$ cat src/pmt_pkg.sv
// Shared types and constants for the primer melting temperature block.
// No dependencies; imported by every module of the block.
package pmt_pkg;

    localparam int CntW = 16;
    localparam int TmW  = 19;
    localparam int StW  = 2;

    localparam logic [CntW-1:0] MAX_LEN     = 16'd65535;
    localparam logic [CntW-1:0] SHORT_LIMIT = 16'd14;

    localparam logic [7:0] CHAR_A = 8'h41;
    localparam logic [7:0] CHAR_C = 8'h43;
    localparam logic [7:0] CHAR_G = 8'h47;
    localparam logic [7:0] CHAR_T = 8'h54;
    localparam logic [7:0] CHAR_N = 8'h4E;

    localparam logic [StW-1:0] ST_OK      = 2'd0;
    localparam logic [StW-1:0] ST_INVALID = 2'd1;
    localparam logic [StW-1:0] ST_EMPTY   = 2'd2;
    localparam logic [StW-1:0] ST_LONG    = 2'd3;

    // Fixed-point constants of the long formula (tenths scaled)
    localparam logic [9:0]  K_BASE = 10'd649;
    localparam logic [9:0]  K_GC   = 10'd410;
    localparam logic [12:0] K_OFS  = 13'd6724;
    localparam logic [3:0]  K_DEN  = 4'd10;

    localparam int MagW  = 27;
    localparam int RemW  = 36;
    localparam int QuotW = 18;
    localparam int DivW  = 38;
    localparam int DenW  = 20;

    typedef struct packed {
        logic            divide;
        logic [StW-1:0]  status;
        logic [CntW-1:0] at;
        logic [CntW-1:0] gc;
    } job_t;

    typedef struct packed {
        logic valid;
        job_t job;
    } push_t;

    typedef struct packed {
        logic full;
        logic not_empty;
        job_t head;
    } queue_stat_t;

endpackage

$ cat src/primer_melting_temperature.sv
// Top level of the primer melting temperature block.
// Depends on pmt_pkg, pmt_front, pmt_queue and pmt_back.
//
//  channel | direction | tdata                          | tlast
//  s_      | in        | [7:0] base_char                | last
//  m_      | out       | [18:0] tm, [20:19] status      | -
//
//  The front takes one base per cycle while the two-entry job queue has room.
//  Short, invalid, too-long and empty sequences skip the divider: the back end
//  goes from idle straight to the output state. A long sequence runs setup,
//  then 18 steps of the restoring divider, then the result register load.
//  Reset (aresetn low, synchronous) clears counts, queue and result valid.
//  A stalled result holds in the output register; the back end then halts
//  and the front stalls once the queue is full.
module primer_melting_temperature (
    input  logic        aclk,
    input  logic        aresetn,
    input  logic        s_tvalid,
    output logic        s_tready,
    input  logic [7:0]  s_tdata,   // [7:0] base_char
    input  logic        s_tlast,   // last
    output logic        m_tvalid,
    input  logic        m_tready,
    output logic [23:0] m_tdata    // [18:0] tm, [20:19] status, [23:21] zero
);
    import pmt_pkg::*;

    push_t       push;
    queue_stat_t stat;
    logic        pop;

    pmt_front u_front (
        .aclk     (aclk),
        .aresetn  (aresetn),
        .s_tvalid (s_tvalid),
        .s_tready (s_tready),
        .s_tdata  (s_tdata),
        .s_tlast  (s_tlast),
        .q_full   (stat.full),
        .push     (push)
    );

    pmt_queue u_queue (
        .aclk    (aclk),
        .aresetn (aresetn),
        .push    (push),
        .pop     (pop),
        .stat    (stat)
    );

    pmt_back u_back (
        .aclk     (aclk),
        .aresetn  (aresetn),
        .stat     (stat),
        .pop      (pop),
        .m_tvalid (m_tvalid),
        .m_tready (m_tready),
        .m_tdata  (m_tdata)
    );

endmodule

$ cat src/pmt_front.sv
// Front end: accepts bases, keeps the running counts and flags.
// Pushes one job per sequence into the queue. Depends on pmt_pkg.
module pmt_front (
    input  logic                 aclk,
    input  logic                 aresetn,
    input  logic                 s_tvalid,
    output logic                 s_tready,
    input  logic [7:0]           s_tdata,   // [7:0] base_char
    input  logic                 s_tlast,   // last
    input  logic                 q_full,
    output pmt_pkg::push_t       push
);
    import pmt_pkg::*;

    logic [CntW-1:0] at_reg, at_next;
    logic [CntW-1:0] gc_reg, gc_next;
    logic [CntW-1:0] len_reg, len_next;
    logic            bad_reg, bad_next;
    logic            ovf_reg, ovf_next;
    logic            accept;
    logic [CntW-1:0] sum;
    logic            long_seq;

    assign s_tready = !q_full;
    assign accept   = s_tvalid && s_tready;

    always_comb begin
        at_next  = at_reg;
        gc_next  = gc_reg;
        len_next = len_reg;
        bad_next = bad_reg;
        ovf_next = ovf_reg;
        if (accept) begin
            if (len_reg == MAX_LEN) begin
                ovf_next = 1'b1;
            end else begin
                len_next = len_reg + 16'd1;
                unique case (s_tdata)
                    CHAR_A, CHAR_T: at_next = at_reg + 16'd1;
                    CHAR_G, CHAR_C: gc_next = gc_reg + 16'd1;
                    CHAR_N: ;
                    default: bad_next = 1'b1;
                endcase
            end
        end
    end

    assign sum      = at_next + gc_next;
    assign long_seq = len_next >= SHORT_LIMIT;

    always_comb begin
        push.valid      = accept && s_tlast;
        push.job.divide = long_seq;
        push.job.at     = at_next;
        push.job.gc     = gc_next;
        priority if (bad_next) begin
            push.job.status = ST_INVALID;
        end else if (ovf_next) begin
            push.job.status = ST_LONG;
        end else if (long_seq && sum == '0) begin
            push.job.status = ST_EMPTY;
        end else begin
            push.job.status = ST_OK;
        end
    end

    always_ff @(posedge aclk) begin
        if (!aresetn || (accept && s_tlast)) begin
            at_reg  <= '0;
            gc_reg  <= '0;
            len_reg <= '0;
            bad_reg <= 1'b0;
            ovf_reg <= 1'b0;
        end else begin
            at_reg  <= at_next;
            gc_reg  <= gc_next;
            len_reg <= len_next;
            bad_reg <= bad_next;
            ovf_reg <= ovf_next;
        end
    end

endmodule

$ cat src/pmt_queue.sv
// Two-entry job queue between the front and back ends.
// Depends on pmt_pkg.
module pmt_queue (
    input  logic                 aclk,
    input  logic                 aresetn,
    input  pmt_pkg::push_t       push,
    input  logic                 pop,
    output pmt_pkg::queue_stat_t stat
);
    import pmt_pkg::*;

    job_t       slot_reg [2];
    logic       wr_reg, wr_next;
    logic       rd_reg, rd_next;
    logic [1:0] cnt_reg, cnt_next;
    logic       do_push;
    logic       do_pop;

    assign do_push = push.valid && cnt_reg != 2'd2;
    assign do_pop  = pop && cnt_reg != 2'd0;

    always_comb begin
        wr_next  = do_push ? !wr_reg : wr_reg;
        rd_next  = do_pop ? !rd_reg : rd_reg;
        cnt_next = cnt_reg + {1'b0, do_push} - {1'b0, do_pop};
    end

    assign stat.full      = cnt_reg == 2'd2;
    assign stat.not_empty = cnt_reg != 2'd0;
    assign stat.head      = slot_reg[rd_reg];

    always_ff @(posedge aclk) begin
        if (!aresetn) begin
            wr_reg  <= 1'b0;
            rd_reg  <= 1'b0;
            cnt_reg <= '0;
        end else begin
            wr_reg  <= wr_next;
            rd_reg  <= rd_next;
            cnt_reg <= cnt_next;
        end
    end

    always_ff @(posedge aclk) begin
        if (do_push) begin
            slot_reg[wr_reg] <= push.job;
        end
    end

endmodule

$ cat src/pmt_back.sv
// Back end: evaluates one job (Wallace rule or long formula with a
// restoring divider) and holds the result register. Depends on pmt_pkg.
module pmt_back (
    input  logic                 aclk,
    input  logic                 aresetn,
    input  pmt_pkg::queue_stat_t stat,
    output logic                 pop,
    output logic                 m_tvalid,
    input  logic                 m_tready,
    output logic [23:0]          m_tdata    // [18:0] tm, [20:19] status
);
    import pmt_pkg::*;

    localparam logic [2:0] S_IDLE = 3'd0;
    localparam logic [2:0] S_MUL  = 3'd1;
    localparam logic [2:0] S_ADJ  = 3'd2;
    localparam logic [2:0] S_DIV  = 3'd3;
    localparam logic [2:0] S_FIN  = 3'd4;
    localparam logic [2:0] S_OUT  = 3'd5;

    logic [2:0]       state_reg, state_next;
    logic [StW-1:0]   st_reg, st_next;
    logic [CntW-1:0]  s_reg, s_next;
    logic [CntW-1:0]  gc_reg, gc_next;
    logic [MagW-1:0]  prod_reg, prod_next;
    logic [DenW-1:0]  den_reg, den_next;
    logic             neg_reg, neg_next;
    logic [RemW-1:0]  rem_reg, rem_next;
    logic [DivW-1:0]  dsh_reg, dsh_next;
    logic [QuotW-1:0] quot_reg, quot_next;
    logic [4:0]       cnt_reg, cnt_next;
    logic [TmW-1:0]   res_reg, res_next;
    logic             mv_reg, mv_next;
    logic [TmW-1:0]   mtm_reg, mtm_next;
    logic [StW-1:0]   mst_reg, mst_next;
    logic             out_free;
    logic signed [MagW:0] diff;
    logic [MagW-1:0]  mag;
    logic             fits;

    assign out_free = !mv_reg || m_tready;
    assign pop      = state_reg == S_IDLE && stat.not_empty;
    assign diff     = $signed({1'b0, prod_reg}) - $signed({15'd0, K_OFS});
    assign mag      = diff[MagW] ? MagW'(-diff) : diff[MagW-1:0];
    assign fits     = {2'b00, rem_reg} >= dsh_reg;

    always_comb begin
        state_next = state_reg;
        st_next    = st_reg;
        s_next     = s_reg;
        gc_next    = gc_reg;
        prod_next  = prod_reg;
        den_next   = den_reg;
        neg_next   = neg_reg;
        rem_next   = rem_reg;
        dsh_next   = dsh_reg;
        quot_next  = quot_reg;
        cnt_next   = cnt_reg;
        res_next   = res_reg;
        mv_next    = mv_reg;
        mtm_next   = mtm_reg;
        mst_next   = mst_reg;
        if (mv_reg && m_tready) begin
            mv_next = 1'b0;
        end
        unique case (state_reg)
            S_IDLE: begin
                if (stat.not_empty) begin
                    st_next = stat.head.status;
                    s_next  = stat.head.at + stat.head.gc;
                    gc_next = stat.head.gc;
                    if (stat.head.status != ST_OK) begin
                        res_next   = '0;
                        state_next = S_OUT;
                    end else if (!stat.head.divide) begin
                        res_next   = {stat.head.at[9:0], 9'd0} + {stat.head.gc[8:0], 10'd0};
                        state_next = S_OUT;
                    end else begin
                        state_next = S_MUL;
                    end
                end
            end
            S_MUL: begin
                prod_next  = MagW'(s_reg) * MagW'(K_BASE) + MagW'(gc_reg) * MagW'(K_GC);
                den_next   = DenW'(s_reg) * DenW'(K_DEN);
                state_next = S_ADJ;
            end
            S_ADJ: begin
                neg_next   = diff[MagW];
                rem_next   = {mag, 9'd0} + RemW'(den_reg);
                dsh_next   = {den_reg, 18'd0};
                quot_next  = '0;
                cnt_next   = 5'(QuotW - 1);
                state_next = S_DIV;
            end
            S_DIV: begin
                if (fits) begin
                    rem_next = rem_reg - dsh_reg[RemW-1:0];
                end
                quot_next = {quot_reg[QuotW-2:0], fits};
                dsh_next  = {1'b0, dsh_reg[DivW-1:1]};
                cnt_next  = cnt_reg - 5'd1;
                if (cnt_reg == '0) begin
                    state_next = S_FIN;
                end
            end
            S_FIN: begin
                res_next   = neg_reg ? TmW'(-{1'b0, quot_reg}) : {1'b0, quot_reg};
                state_next = S_OUT;
            end
            S_OUT: begin
                if (out_free) begin
                    mv_next    = 1'b1;
                    mtm_next   = res_reg;
                    mst_next   = st_reg;
                    state_next = S_IDLE;
                end
            end
            default: state_next = S_IDLE;
        endcase
    end

    always_ff @(posedge aclk) begin
        if (!aresetn) begin
            state_reg <= S_IDLE;
            mv_reg    <= 1'b0;
        end else begin
            state_reg <= state_next;
            mv_reg    <= mv_next;
        end
    end

    always_ff @(posedge aclk) begin
        st_reg   <= st_next;
        s_reg    <= s_next;
        gc_reg   <= gc_next;
        prod_reg <= prod_next;
        den_reg  <= den_next;
        neg_reg  <= neg_next;
        rem_reg  <= rem_next;
        dsh_reg  <= dsh_next;
        quot_reg <= quot_next;
        cnt_reg  <= cnt_next;
        res_reg  <= res_next;
        mtm_reg  <= mtm_next;
        mst_reg  <= mst_next;
    end

    assign m_tvalid = mv_reg;
    assign m_tdata  = {3'd0, mst_reg, mtm_reg};

endmodule

$ cat config.mk
export PLATFORM = sky130hd
export DESIGN_NAME = primer_melting_temperature
export DESIGN_NICKNAME = d
export VERILOG_FILES = /design/src/pmt_pkg.sv /design/src/primer_melting_temperature.sv /design/src/pmt_front.sv /design/src/pmt_queue.sv /design/src/pmt_back.sv
export SDC_FILE = /design/constraint.sdc
export NUM_CORES = 1
export LEC_CHECK = 0
export BUFFER_PORTS_ARGS = -buffer_cell sky130_fd_sc_hd__buf_2
export CAP_MARGIN = 10
export CORE_ASPECT_RATIO = 0.9
export CORE_MARGIN = 2
export CORE_UTILIZATION = 65
export CTS_CLUSTER_DIAMETER = 50
export DETAILED_ROUTE_END_ITERATION = 6
export PLACE_DENSITY = 0.82
export REMOVE_ABC_BUFFERS = 1
export SYNTH_ARGS = -nofsm -noshare
export SYNTH_HDL_FRONTEND = slang
export SYNTH_HIERARCHICAL = 1
export SYNTH_SLANG_ARGS = --single-unit
$ cat constraint.sdc
create_clock -name aclk -period 10.3 [get_ports aclk]
set_clock_uncertainty 0.2 [all_clocks]
set_input_delay 2.06 -clock aclk [delete_from_list [all_inputs] [get_ports aclk]]
set_output_delay 2.06 -clock aclk [all_outputs]
set_load 0.01 [all_outputs]
==> Word level (Yosys, flattened, before mapping) <==
Memory sizes are Yosys's and may differ from the RTL's. A register that Yosys moved wholly into a read port is not among the register bits.
Index checks and enable logic that the tools add are counted.
{ "op_classes": {"mux": 40, "multipliers": 3, "n_eq_ne": 18, "order_cmp": 2, "add_sub_neg": 15, "n_reduce_logical": 29} }
{ "op_table": {"columns": ["op", "count"], "rows": [
  ["$mux 16", 8],
  ["$mux 19", 4],
  ["$pmux 38 s2", 1],
  ["$pmux 36 s2", 1],
  ["$add 16x1->16 const B", 3],
  ["$eq 8x7->1 const B", 5],
  ["$ge 36x38->1", 1],
  ["$pmux 19 s2", 1],
  ["$add 36x20->36", 1],
  ["$mux 36", 1],
  ["$pmux 18 s2", 1],
  ["$sub 36x36->36", 1],
  ["$add 16x16->16", 2],
  ["$sub 27x13->28 const B", 1],
  ["$add 26x25->27", 1],
  ["$mux 27", 1],
  ["$neg 27->27", 1],
  ["$mul 16x10->26 const B", 1],
  ["$mul 16x8->24 const B", 1],
  ["$add 19x19->19", 1],
  ["$mul 16x3->19 const B", 1],
  ["$neg 18->19", 1],
  ["$pmux 3 s6", 1],
  ["$eq 16x16->1 const B", 1],
  ["26 further kinds", 66]
]} }
{ "word_totals": {"word_cells": 131, "mem_count": 1, "inputBits": 13, "output_inout_bits": 26, "reg_bits": 276, "ramBits": 70} }
{ "memory_table": {"columns": ["name", "depth", "width", "rd", "rd_clocked_by_memory_dff", "write_ports", "line", "rtl"], "rows": [
  ["u_queue.slot_reg", 2, 35, 1, 1, 1, "pmt_queue.sv:12", "job_t slot_reg [2];"]
]} }

==> Longest topological paths before layout <==
{ "depth": {"word_depth": 11, "mapped_depth": 30, "depth_no_buf": 30} }

==> By module <==
Netlist, hierarchy kept.
{ "by_module_without_submodules": {"columns": ["mod", "cells_per_inst", "instances", "area_each_um2", "seq_area_each_um2"], "rows": [
  ["pmt_back", 1907, 1, 19072.0, 6596.3],
  ["pmt_front", 426, 1, 3523.4, 1001.0],
  ["pmt_queue", 136, 1, 2916.5, 2202.1]
]} }

==> Worst setup path before layout <==
OpenSTA, ideal clock, no wires.
{ "synth_timing": {"kind": "reg-to-reg", "from": "register u_back.gc_reg[6]", "to": "register u_back.prod_reg[26], data pin", "setup_ps": 265, "arrival_ps": 6756, "synth_period_minus_slack_ps": 7221, "stages_incl_launch_ff": 30, "n_path_buf": 0, "slack_ps": 3079, "cell_sequence": "edfxtp_1 ha_1 inv_1 fa_1 inv_1 fa_1 inv_1 fa_1 inv_1 ha_1 a21oi_1 o21ai_0 a21oi_1 xnor2_1 ha_1 inv_1 fa_1 fa_1 inv_1 ha_1 a21o_1 a21o_1 a21o_1 a21oi_1 o31ai_1 a211oi_1 o21ai_0 o21a_1 o211ai_1 nand3_1"} }
{ "synth_via": {"elab_chain_len": 2} }
{ "synth_lines": {"columns": ["item", "line", "rtl"], "rows": [
  ["start: declaration", "pmt_back.sv:24", "logic [CntW-1:0] gc_reg, gc_next;"],
  ["start signal: assignment", "pmt_back.sv:136", "gc_reg <= gc_next;"],
  ["$mul 16x8->24", "pmt_back.sv:84", "prod_next = MagW'(s_reg) * MagW'(K_BASE) + MagW'(gc_reg) * MagW'(K_GC);"],
  ["$add 26x25->27", "pmt_back.sv:84", null],
  ["end signal: assignment", "pmt_back.sv:137", "prod_reg <= prod_next;"],
  ["end: declaration", "pmt_back.sv:25", "logic [MagW-1:0] prod_reg, prod_next;"]
]} }
No other way between the ends.
A chain may end at the register's enable or synchronous reset.

==> Worst setup path after layout <==
{ "layout_timing": {"from": "register u_back.gc_reg[1]", "to": "register u_back.prod_reg[26], data pin"} }
The elaborated chain is that of the path after synthesis.

==> results.py <==
metrics = {
    "timing": {
        "final_max_slew_viol_count": 0,
        "slew-limit-headroom": 0.2400,
        "finalSetupViolCount": 0,
        "tns_ns": 0,
        "final.min_clock_period_ns": 7.917,
        "fmax_mhz": 126.3,
        "hold_viol": 0,
        "worstMarginPinSlew_ns": 1.140,
        "finalCritPeriodShare": 0.7687,
        "rsz0062_at_grt": "no",
    },
    "critical_path": {
        "crit_top_cell": "ha_1",
        "r2r-end": "u_back/prod_reg[26]",
        "cp.arrival_ns": 7.98,
        "crit_family": "adder cells",
        "end_kind": "register",
        "cp_max_fo": 5,
        "rr_startpoint": "u_back/gc_reg[1]",
        "r2r_cells": 29,
        "cpPeakStageDelay_ns": 0.55,
        "startpoint_type": "register",
        "reg2reg_slack_ns": 2.38,
        "worst-setup-path-type": "reg2reg",
        "worst_ep_required_time_ns": 10.36,
        "slowest_stage": "fa_1",
        "critPathBufInv": 4,
    },
    "flow_run": {
        "cap_violations": 0,
    },
    "routing": {
        "avgRoutedWirePerCell_um": 18.15,
        "via_per_inst": 5.965,
        "wirelength_um": 55380,
        "drc": 0,
        "vias": 18210,
        "firstDrtPassIters": 6,
        "ant_nets": 0,
        "drtIter0Drc": 1248,
    },
    "clock_network": {
        "clk_pin_slew_ns": 0.06,
        "cts.sinks": 346,
        "cts_root_buffer": "clkbuf_16",
        "cts_setup_buffers": 0,
        "clock_latency_ns": 0.53,
        "cts_buffers": 41,
        "hold_buffers": 0,
        "cts_tree": "done",
        "clock_path_buffers": 3,
        "htree_levels": 2,
        "cts_resized": 0,
    },
    "layout": {
        "utilization": 0.7133,
        "final_layout_size_suffix_gt1_frac": 0.08350,
        "diodes": 0,
        "largest_reg_flops": 70,
        "design_area_um2": 27490,
        "fin_nets": 2857,
        "syn_to_final_growth_pct": 7.759,
    },
    "run_status": {
        "status": "complete, no violations",
    },
    "logic_synthesis": {
        "synth_seq_cells": 346,
        "async_flop_share": 0,
        "syn_avg_cell_area_um2": 10.33,
        "yosysUniqueCellTypes": 103,
        "synth_ff_type": "edfxtp_1",
        "netlist_instances": 2469,
        "synth-warning-count": 6,
        "netlist_area_um2": 25510,
        "synth-edff-count": 287,
        "ys_seq_area_frac": 0.3841,
    },
    "floorplanning": {
        "fp-row-count": 68,
        "die_h_um": 191.9,
        "die_w_um": 212.8,
        "initial_core_util": 0.6619,
        "dieArea_um2": 40850,
        "core_area_um2": 38540,
        "ios": 39,
    },
    "global_routing": {
        "antenna_found_initial": 0,
        "grt_max_degree": 80,
        "grt_pass1_wl_um": 89240,
        "overflow": 0,
        "grt_pass1_vias": 18070,
        "track_usage": 0.2727,
    },
    "worst_hold_path": {
        "hp-class": "reg2reg",
        "min_path_cells": 0,
        "hold_end": "u_back/mtm_reg[10]",
        "worstHoldStart": "u_back/res_reg[10]",
    },
    "placed_design": {
        "io_buffers": 35,
        "placed_area_um2": 26100,
        "gp_congestion": 0.9439,
        "dp_hpwl_um": 41700,
    },
}
==> cell usage after synthesis (5+ instances only) <==
master	count	area share
a211o_1	7	0.0024
a211oi_1	19	0.0056
a21boi_0	7	0.0021
a21o_1	45	0.013
a21oi_1	114	0.022
a31oi_1	20	0.0049
and2_1	18	0.0044
and3_1	43	0.011
and4_1	5	0.0017
buf_1	7	0.0010
buf_4	5	0.0015
buf_6	5	0.0022
clkbuf_1	43	0.0063
dfxtp_1	59	0.046
edfxtp_1	287	0.34
fa_1	92	0.072
ha_1	258	0.13
inv_1	312	0.046
mux2_2	6	0.0026
mux2_4	30	0.018
mux2i_1	16	0.0063
nand2_1	151	0.022
nand2b_1	25	0.0061
nand3_1	46	0.0090
nand3b_1	9	0.0026
nand4_1	20	0.0049
nor2_1	168	0.025
nor2b_1	46	0.011
nor3_1	41	0.0080
nor3b_1	11	0.0032
nor4_1	11	0.0027
o211ai_1	7	0.0021
o21a_1	23	0.0068
o21ai_0	106	0.021
o21bai_1	16	0.0047
o22ai_1	18	0.0044
o31ai_1	19	0.0056
or2_2	10	0.0025
or3_1	18	0.0044
or4_1	13	0.0038
xnor2_1	124	0.043
xor2_1	79	0.027
==> layout by cell type, fill, tap and decap left out, types with 58 or more instances in the layout <==
master and n:
fa_1 92, ha_1 258, xnor2_1 124, o21ai_0 106, dfxtp_1 58, nor2_1 166, nand2_1 150, xor2_1 79
inv_1 312, a21oi_1 114, edfxtp_1 287
==> layout make-up <==
cell class	instances	area [µm²]
fillers	2701	11050
clock inverters	33	315.3
clock buffers	43	1076
inverters	313	1176
well taps	525	656.9
flip-flops and latches	346	9801
repair buffers	46	257.7
multi-input cells	1746	14210
==> per-stage QoR <==
stage | instances | worst slack [ns] | hold slack [ns]
4_1_cts | 3052 | 2.406 | 0.2207
6_report | 3052 | 2.383 | 0.2202
5_1_grt | 3052 | 1.682 | 0.2257
3_3_place_gp | 2976 | 2.679 | 0.2031
3_5_place_dp | 2976 | 2.445 | 0.2092
2_1_floorplan | 2405 | 0.8153 | 0.2003
==> cell families (layout without fill, tap and decap cells) <==
logic type,Yosys count,count (layout),synth area share
DFF,346,346,0.3841
xor gates and xnor gates,203,203,0.06969
and+or+nand+nor,676,676,0.1408
muxes,52,52,0.02658
adders and majority gates,350,350,0.1987
other,1,3,0.0001470
AOI/OAI and AO/OA,462,462,0.1196
buffers and inverters,379,435,0.06042
==> worst max path at each step <==
stage                              from  depth (start not counted)             endpoint
floorplan           u_back/state_reg[1]                          4    u_back/rem_reg[0]
global placement       u_back/gc_reg[1]                         29  u_back/prod_reg[26]
detailed placement     u_back/gc_reg[1]                         29  u_back/prod_reg[26]
CTS                    u_back/gc_reg[1]                         29  u_back/prod_reg[26]
global route           u_back/gc_reg[1]                         29  u_back/prod_reg[26]
finish                 u_back/gc_reg[1]                         29  u_back/prod_reg[26]
==> metal layers <==
| layer | wire, µm | vias to the layer above | GRT usage |
|---|---|---|---|
| met1 | 23020 | 8803 | 0.3334 |
| met3 | 2416 | 123 | 0.03434 |
| met4 | 1890 | 0 | 0.09925 |
| met5 | 0 | - | 0 |
| met2 | 28050 | 534 | 0.4941 |
| li1 | - | 8746 | - |
Power is not shown: default switching activity piles up to over one toggle a cycle in this logic, so the estimate is an artifact.
